**src/hvt_pkg.sv**
```systemverilog
// Shared types, constants and the saturating arithmetic helper of the hidden Markov model Viterbi tagger.
package hvt_pkg;

	localparam int N_STATES_DEF = 16;
	localparam int N_WORDS_DEF  = 1024;
	localparam int MAX_LEN_DEF  = 64;

	// Widest state index the parameter range allows.
	localparam int STW  = 6;
	// Token counter holds 0 up to the longest sentence.
	localparam int CNTW = 7;

	typedef enum logic [1:0] {
		OP_INIT  = 2'd0,
		OP_TRANS = 2'd1,
		OP_EMIS  = 2'd2,
		OP_TOKEN = 2'd3
	} hvt_op_t;

	typedef enum logic [3:0] {
		ST_IDLE,
		ST_FEED,
		ST_DRAIN,
		ST_COMMIT,
		ST_FFEED,
		ST_FWAIT,
		ST_TRD,
		ST_TWR,
		ST_ERD,
		ST_EOUT
	} hvt_state_t;

	// One word travelling along the row of cells: a running best candidate
	// for one destination state.
	typedef struct packed {
		logic                vld;
		logic                have;
		logic                zero_tr;
		logic [STW-1:0]      dest;
		logic signed [31:0]  best;
		logic [STW-1:0]      arg;
	} hvt_link_t;

	function automatic logic signed [31:0] hvt_sat(input logic signed [32:0] v);
		logic signed [31:0] r;
		if (v > 33'sh0_7FFF_FFFF) begin
			r = 32'sh7FFF_FFFF;
		end else if (v < -33'sh0_8000_0000) begin
			r = -32'sh8000_0000;
		end else begin
			r = v[31:0];
		end
		return r;
	endfunction

endpackage

```
**src/hvt_cell.sv**
```systemverilog
// One predecessor cell: holds a path score and a transition row, and folds its candidate into the passing word.
module hvt_cell #(
	parameter int N_STATES = hvt_pkg::N_STATES_DEF
) (
	input  logic                      clk,
	input  logic                      arst_n,
	input  logic [hvt_pkg::STW-1:0]   idx,
	input  hvt_pkg::hvt_link_t        lin,
	output hvt_pkg::hvt_link_t        lout,
	input  logic                      tr_we,
	input  logic [hvt_pkg::STW-1:0]   tr_waddr,
	input  logic signed [23:0]        tr_wdata,
	input  logic                      sc_load,
	input  logic                      nx_shift,
	input  logic signed [31:0]        nx_in,
	output logic signed [31:0]        nx_out
);

	localparam int SW = $clog2(N_STATES);

	logic signed [23:0] tr_mem [N_STATES];
	logic signed [23:0] tr_rd_q;
	hvt_pkg::hvt_link_t a_q;
	hvt_pkg::hvt_link_t lout_d;
	logic signed [31:0] score_q;
	logic signed [31:0] nxt_q;
	logic signed [31:0] cand;
	logic               take;

	always_ff @(posedge clk) begin
		if (tr_we) begin
			tr_mem[tr_waddr[SW-1:0]] <= tr_wdata;
		end
		tr_rd_q <= tr_mem[lin.dest[SW-1:0]];
	end

	always_ff @(posedge clk or negedge arst_n) begin
		if (!arst_n) begin
			a_q  <= '0;
			lout <= '0;
		end else begin
			a_q  <= lin;
			lout <= lout_d;
		end
	end

	always_comb begin
		if (a_q.zero_tr) begin
			cand = score_q;
		end else begin
			cand = hvt_pkg::hvt_sat(33'(score_q) + 33'(tr_rd_q));
		end
		// Strict greater-than keeps the lower index on a tie.
		take = !a_q.have || (cand > $signed(a_q.best));
		lout_d = a_q;
		if (take) begin
			lout_d.best = cand;
			lout_d.arg  = idx;
		end
		lout_d.have = 1'b1;
	end

	always_ff @(posedge clk) begin
		if (nx_shift) begin
			nxt_q <= nx_in;
		end
		if (sc_load) begin
			score_q <= nxt_q;
		end
	end

	assign nx_out = nxt_q;

endmodule

```
**config.mk**
```make
export PLATFORM = sky130hd
export DESIGN_NAME = hvt_cell
export DESIGN_NICKNAME = d
export VERILOG_FILES = /design/src/hvt_pkg.sv /design/src/hvt_cell.sv
export SDC_FILE = /design/constraint.sdc
export NUM_CORES = 1
export LEC_CHECK = 0
export BUFFER_PORTS_ARGS = -buffer_cell sky130_fd_sc_hd__buf_2
export CAP_MARGIN = 30
export CORE_AREA = 8 8 224 226
export CTS_BUF_LIST = sky130_fd_sc_hd__clkbuf_4 sky130_fd_sc_hd__clkbuf_8 sky130_fd_sc_hd__clkbuf_16
export DETAILED_ROUTE_END_ITERATION = 7
export DIE_AREA = 0 0 232 234
export PLACE_DENSITY = 0.68
export SYNTH_ARGS = -nofsm -noshare
export SYNTH_HDL_FRONTEND = slang
export SYNTH_SLANG_ARGS = --single-unit
```
**constraint.sdc**
```tcl
create_clock -name clk -period 5.95 [get_ports clk]
set_input_delay 1.19 -clock clk [delete_from_list [all_inputs] [get_ports clk]]
set_output_delay 1.19 -clock clk [all_outputs]
set_load 0.05 [all_outputs]
```
==> flow_metrics.py, run 1 <==
metrics = {
    "finish": {
        "post-route-util_pct": 58.4,
        "antenna_cells": 0,
        "nets": 1758,
        "syn_to_final_growth_pct": 18.5,
        "drive_above_1_share_pct": 31.3,
    },
    "clock_network": {
        "clkTransAtPathRegs_ps": 60,
        "cts_tree": "yes",
        "clockBufferDepth": 3,
        "clock_latency_ps": 650,
        "cts_buffers": 56,
        "cts-root-buf": "clkbuf_16",
        "cts_sinks": 566,
        "cts.htree.levels": 2,
    },
    "sta": {
        "finClkSkew_ps": 30.2,
        "max_slew_margin_pct": 35.8,
        "hold_violations": 0,
        "max_slew.worst_pin.slew_ps": 963,
        "setup_tns_ps": 0,
        "setup_viol": 0,
        "fin_crit_ps": 5620,
        "final-max-slew-violation-count": 0,
        "max_freq_ghz": 0.178,
        "post-route-period-util_pct": 94.4,
        "rsz0062_at_grt": "no",
    },
    "setup_path": {
        "path_class": "reg2reg",
        "crit_slowest_cell": "a2111oi_4",
        "reg2regPathDepth": 18,
        "r2r_slack_ps": 330,
        "end_kind": "flop",
        "critPathRequiredTime_ps": 6400,
        "critPathBufInv": 2,
        "r2r-end": "lout[24]",
        "path_delay_family": "compound AO/OA/AOI/OAI gates",
        "path_cells": "ha_1 -> a21oi_1 -> o2111ai_1 -> o211a_1 -> or3_4 -> a2111oi_4 -> buf_12 -> nor3_1 -> o21ai_1 -> ha_1 -> a21o_1 -> a21o_1 -> a211oi_1 -> a2111oi_2 -> o31ai_4 -> nand4b_1 -> buf_4 -> o221ai_1",
        "critPathMaxStageDelay_ps": 650,
        "critPathLaunchType": "flop",
        "worstPathArrival_ps": 6060,
        "cp_max_fo": 17,
        "r2r-start": "score_q[10]",
    },
    "placement": {
        "place_congestion": 0.931,
        "portBuffers": 196,
        "dp_hpwl_mm": 35.3,
    },
    "drt": {
        "drtIter0Drc": 957,
        "wire_per_inst_um": 24.3,
        "routed_via_density": 5.87,
        "via_count": 13100,
        "drc_errors": 0,
        "drt-pass1-iter-count": 5,
        "ant_nets": 0,
        "drt-total-wl_mm": 54.3,
    },
    "grt": {
        "grt_max_degree": 65,
        "grt_pass1_wl_mm": 80.7,
        "antenna_found_initial": 5,
        "grt_usage_pct": 19.8,
        "grt-ovfl-total": 0,
        "grt_pass1_vias": 13600,
    },
    "power": {
        "worst_ir_drop_vdd_uv": 393,
        "powerDensity_nw_per_um2": 360,
        "total_power_mw": 9.84,
        "power.leakage_nw": 9.98,
    },
    "floorplanning": {
        "dieWidth_um": 232,
        "row_count": 80,
        "die_area_um2": 54300,
        "die_h_um": 234,
        "start_util_pct": 49.3,
        "boundaryPins": 199,
        "core_um2": 46800,
    },
    "yosys": {
        "avgSynthCellArea_um2": 17.4,
        "synth-async-reset-ratio_pct": 16.6,
        "syn_area_um2": 23100,
        "syn-num-nets": 1508,
        "syn_inst": 1323,
        "synth-seq-area-share_pct": 70.6,
        "synth_edf_count": 448,
        "yosysMostFrequentCell": "edfxtp_1",
        "yosysWarningCount": 0,
        "synth_top_area_share_pct": 58.3,
        "synth_compound_area_share_pct": 6.25,
        "synth_commonest_cells": "448 x edfxtp_1, 120 x mux4_2, 94 x dfrtp_1, 85 x nand2_1, 64 x ha_1",
        "synth_seq_cells": 566,
        "synth_area_leaders": "edfxtp_1 58%, mux4_2 12%, dfrtp_1 10%",
        "yosys.area.top_type": "edfxtp_1",
        "synth_xor_area_share_pct": 0.987,
        "synth-main-ff-cell": "edfxtp_1",
        "synth_top_family_by_area": "multiplexers",
        "yosys-mux-area-fraction_pct": 12.1,
        "synth-simple-area-share_pct": 4.85,
        "ys_types": 66,
        "synthAdderAreaFrac_pct": 3.56,
    },
    "worst_hold_path": {
        "min_to": "lout[40]",
        "worstHoldStart": "a_q[40]",
        "hold_depth": 0,
        "hold_path_class": "reg2reg",
    },
    "status": {
        "status": "finished, final reports clean",
    },
    "run": {
        "max_cap_violations": 0,
    },
}
-- routing by layer --
layer | vias up | track usage, % | part of all wire (%)
li1 | 5794 | - | -
met1 | 6716 | 25.2 | 40
met2 | 515 | 33.8 | 50
met3 | 100 | 3.82 | 7.0
met4 | 8 | 6.71 | 2.7
met5 | - | 0 | 0.087
-- worst register-to-register path: cells and delay by family (launching register included) --
kind,cells,cell delay [ps]
AOI/OAI and AO/OA,11,3230
adders and majority gates,2,630
buffers and inverters,2,460
DFF,1,450
and+or+nand+nor,3,660
-- registers in the layout, summed over array words and instances (netlist names) --
| register | cells |
|---|---|
| tr_rd_q | 24 |
| lout | 47 |
| score_q | 32 |
| tr_mem | 384 |
| a_q | 47 |
| nx_out | 32 |
-- cell type report --
cell class	count	area [µm²]
sequential	566	16300
clock buffer	85	1690
clock inverter	21	253
multi-input combinational	663	6560
inverter	42	158
tap	615	769
fill	3516	19500
timing repair buffer	244	1640
-- through the flow --
stage | hold WS, ps | instance area (µm²) | setup slack (ps) | std cells
3_5_place_dp | 338 | 25400 | -55.5 | 2126
5_1_grt | 354 | 27400 | 42.4 | 2236
3_3_place_gp | 332 | 25000 | 82.1 | 2112
2_1_floorplan | 331 | 23100 | 881 | 1323
6_report | 351 | 27400 | 333 | 2236
4_1_cts | 353 | 27300 | 11.2 | 2232
-- layout by cell type, fill, tap and decap left out, types with 38 or more instances in the layout --
cell       Yosys  layout
a21oi_1       47      47
buf_2          8     193
clkbuf_16      0      56
dfrtp_1       94      94
edfxtp_1     448     448
ha_1          64      64
inv_1         41      41
mux4_2       120     120
nand2_1       85      85
nor3_1        42      38
o21ai_0       38      38
-- logic make-up after synthesis --
family | after synthesis
buffers and inverters | 94
adder cells (fa/ha/maj) | 65
flip-flops | 566
other | 1
AO/OA/AOI/OAI | 210
multiplexers | 128
XOR/XNOR | 26
AND/OR/NAND/NOR | 233
-- power breakdown --
group | internal, mW | switching [mW]
Sequential | 4.48 | 0.0765
Clock | 2.11 | 1.48
Combinational | 0.578 | 1.11
Total | 7.17 | 2.67
-- worst max-delay path by stage --
stage	cells past startpoint	startpoint	slack (ps)	end
3_3_place_gp	24	score_q[0]	80	lout[17]
2_1_floorplan	20	score_q[0]	880	lout[5]
3_5_place_dp	23	score_q[0]	-60	lout[24]
6_report	18	score_q[10]	330	lout[24]
5_1_grt	18	score_q[18]	40	lout[29]
4_1_cts	23	score_q[0]	10	lout[24]
-- what timing repair did --
action                     4_1_cts  5_1_grt
setup endpoints to repair       26       38
gates resized for setup          1        3
hold buffers                     0        0
pin swaps                        0        1
setup buffers                    0        4
gates cloned                     0        0
No activity file was read; power rests on OpenSTA's default activity.
==> run 2: changes to the inputs <==
==> constraint.sdc (replaced) <==
create_clock -name clk -period 5.95 [get_ports clk]
set_input_delay 0.595 -clock clk [delete_from_list [all_inputs] [get_ports clk]]
set_output_delay 0.595 -clock clk [all_outputs]
set_load 0.05 [all_outputs]
==> flow_metrics.py, run 2 (synthesized netlist as in run 1, its figures left out) <==
metrics = {
    "status": {
        "status": "finished, final reports clean",
    },
    "power": {
        "worst_ir_drop_vdd_uv": 307,
        "powerDensity_nw_per_um2": 360,
        "power.leakage_nw": 9.97,
    },
    "finish": {
        "largest_register_ffs": 384,
        "final_cell_mix": "448 x edfxtp_1, 193 x buf_2, 120 x mux4_2",
        "nets": 1757,
        "drive_above_1_share_pct": 30.8,
        "design_area_um2": 27300,
        "final_common_cell": "edfxtp_1",
        "post-route-util_pct": 58.4,
        "syn_to_final_growth_pct": 18.5,
    },
    "sta": {
        "max_slew.worst_pin.slew_ps": 1010,
        "setup_tns_ps": 0,
        "hold_violations": 0,
        "finClkSkew_ps": 22.2,
        "rsz0062_at_grt": "no",
        "post-route-period-util_pct": 96.3,
        "fin_crit_ps": 5730,
        "setup_viol": 0,
        "max_freq_ghz": 0.175,
        "max_slew_margin_pct": 32.7,
        "final-max-slew-violation-count": 0,
    },
    "drt": {
        "ant_nets": 0,
        "routed_via_density": 5.81,
        "drt-pass1-iter-count": 5,
        "drt-total-wl_mm": 53.8,
        "via_count": 13000,
        "drtIter0Drc": 963,
        "wire_per_inst_um": 24.1,
        "drc_errors": 0,
    },
    "setup_path": {
        "critPathCapture": "lout[28]",
        "r2r-end": "lout[28]",
        "r2r_slack_ps": 220,
        "r2r-start": "score_q[12]",
        "critPathMaxStageDelay_ps": 610,
        "path_class": "reg2reg",
        "crit_path_start": "score_q[12]",
        "critPathLaunchType": "flop",
        "worstPathArrival_ps": 6240,
        "reg2regPathDepth": 18,
        "path_cells": "ha_1 -> a21oi_1 -> o2111ai_1 -> o211a_1 -> or3_4 -> a2111oi_4 -> buf_12 -> nor3_1 -> o21ai_1 -> ha_1 -> a21o_1 -> a21o_1 -> a211oi_1 -> a2111oi_2 -> o31ai_4 -> buf_12 -> mux2_2 -> a31oi_1",
        "crit_slowest_cell": "a211oi_1",
        "cp_max_fo": 21,
        "end_kind": "flop",
        "critPathRequiredTime_ps": 6460,
    },
    "floorplanning": {
        "row_count": 80,
        "start_util_pct": 49.3,
        "die_area_um2": 54300,
        "dieWidth_um": 232,
        "core_um2": 46800,
        "die_h_um": 234,
        "boundaryPins": 199,
    },
    "clock_network": {
        "cts_tree": "yes",
        "cts_sinks": 566,
        "cts-root-buf": "clkbuf_16",
        "clock_latency_ps": 620,
        "clockBufferDepth": 3,
        "cts.htree.levels": 2,
        "cts_buffers": 55,
        "cts_setup_buffers": 0,
        "clkTransAtPathRegs_ps": 60,
    },
    "worst_hold_path": {
        "hold_path_class": "in2reg",
    },
    "run": {
        "max_cap_violations": 0,
    },
    "grt": {
        "grt_max_degree": 70,
        "grt-ovfl-total": 0,
        "grt_pass1_vias": 13500,
        "grt_usage_pct": 19.7,
        "grt_pass1_wl_mm": 80.9,
        "antenna_found_initial": 6,
    },
    "placement": {
        "portBuffers": 196,
        "dpl_cell_area_um2": 25400,
        "place_congestion": 0.895,
        "dp_hpwl_mm": 34.9,
    },
}
==> run 2: cell types whose count changed in the layout (fill, tap and decap cells not counted), moves of 2 or more <==
cell	delta
clkbuf_8	-3
clkinv_1	+5
clkinvlp_4	-2
bufinv_16	+2
buf_12	-2
clkbuf_4	-4
==> run 2: layout make-up <==
| type | instances | area, µm² |
|---|---|---|
| repair buffers | 244 | 1640 |
| clock inverters | 26 | 314 |
| fillers | 3525 | 19500 |
| multi-input cells | 663 | 6550 |
| diodes | 1 | 2.50 |
| inverters | 42 | 158 |
| well taps | 615 | 769 |
| clock buffers | 78 | 1620 |
| flip-flops and latches | 566 | 16300 |
==> run 2: worst max-delay path: cells and delay by family (launching register included) <==
family | cells | cell delay, ps
compound gates | 11 | 3380
fa+ha+maj | 2 | 640
buf+inv | 2 | 430
flops | 1 | 410
mux | 1 | 340
simple gates | 2 | 430
==> run 2: routing by layer <==
metal  global-route usage, %  part of all wire (%)
met3                    4.33                   7.7
met1                    26.0                    41
met2                    32.6                    49
met5                       0                  0.12
met4                    6.28                   2.7
==> run 2: stage by stage <==
step / total power, mW / hold slack [ps] / cells / setup slack [ps]
after CTS: 9.92 / 41.6 / 2233 / 15.7
after floorplan: 5.77 / 299 / 1323 / 881
after global placement: 6.28 / 333 / 2114 / 25.5
final: 9.84 / 77.4 / 2235 / 222
after global routing: 10.2 / 54.5 / 2234 / 59.1
after detailed placement: 6.31 / 336 / 2128 / -76.0
==> run 2: power breakdown <==
group / total, mW / internal (mW) / switching (mW)
clock: 3.61 / 2.12 / 1.48
sequential: 4.56 / 4.48 / 0.0756
combinational: 1.68 / 0.573 / 1.10
total: 9.84 / 7.18 / 2.66
==> run 2: worst min path at each step <==
stage | from | to | cells after the start
after floorplan | arst_n | a_q[0] | 0
after detailed placement | a_q[38] | lout[38] | 0
after global routing | lin[8] | a_q[8] | 1
final | lin[8] | a_q[8] | 1
after CTS | lin[8] | a_q[8] | 1
after global placement | a_q[40] | lout[40] | 0
==> run 2: timing repair <==
item                                    in CTS  in global routing
hold buffers                                 1                  0
gates resized for setup                      1                  2
endpoints found under the setup margin      25                 33
endpoints found under the hold margin       25                  0
gates cloned                                 0                  0
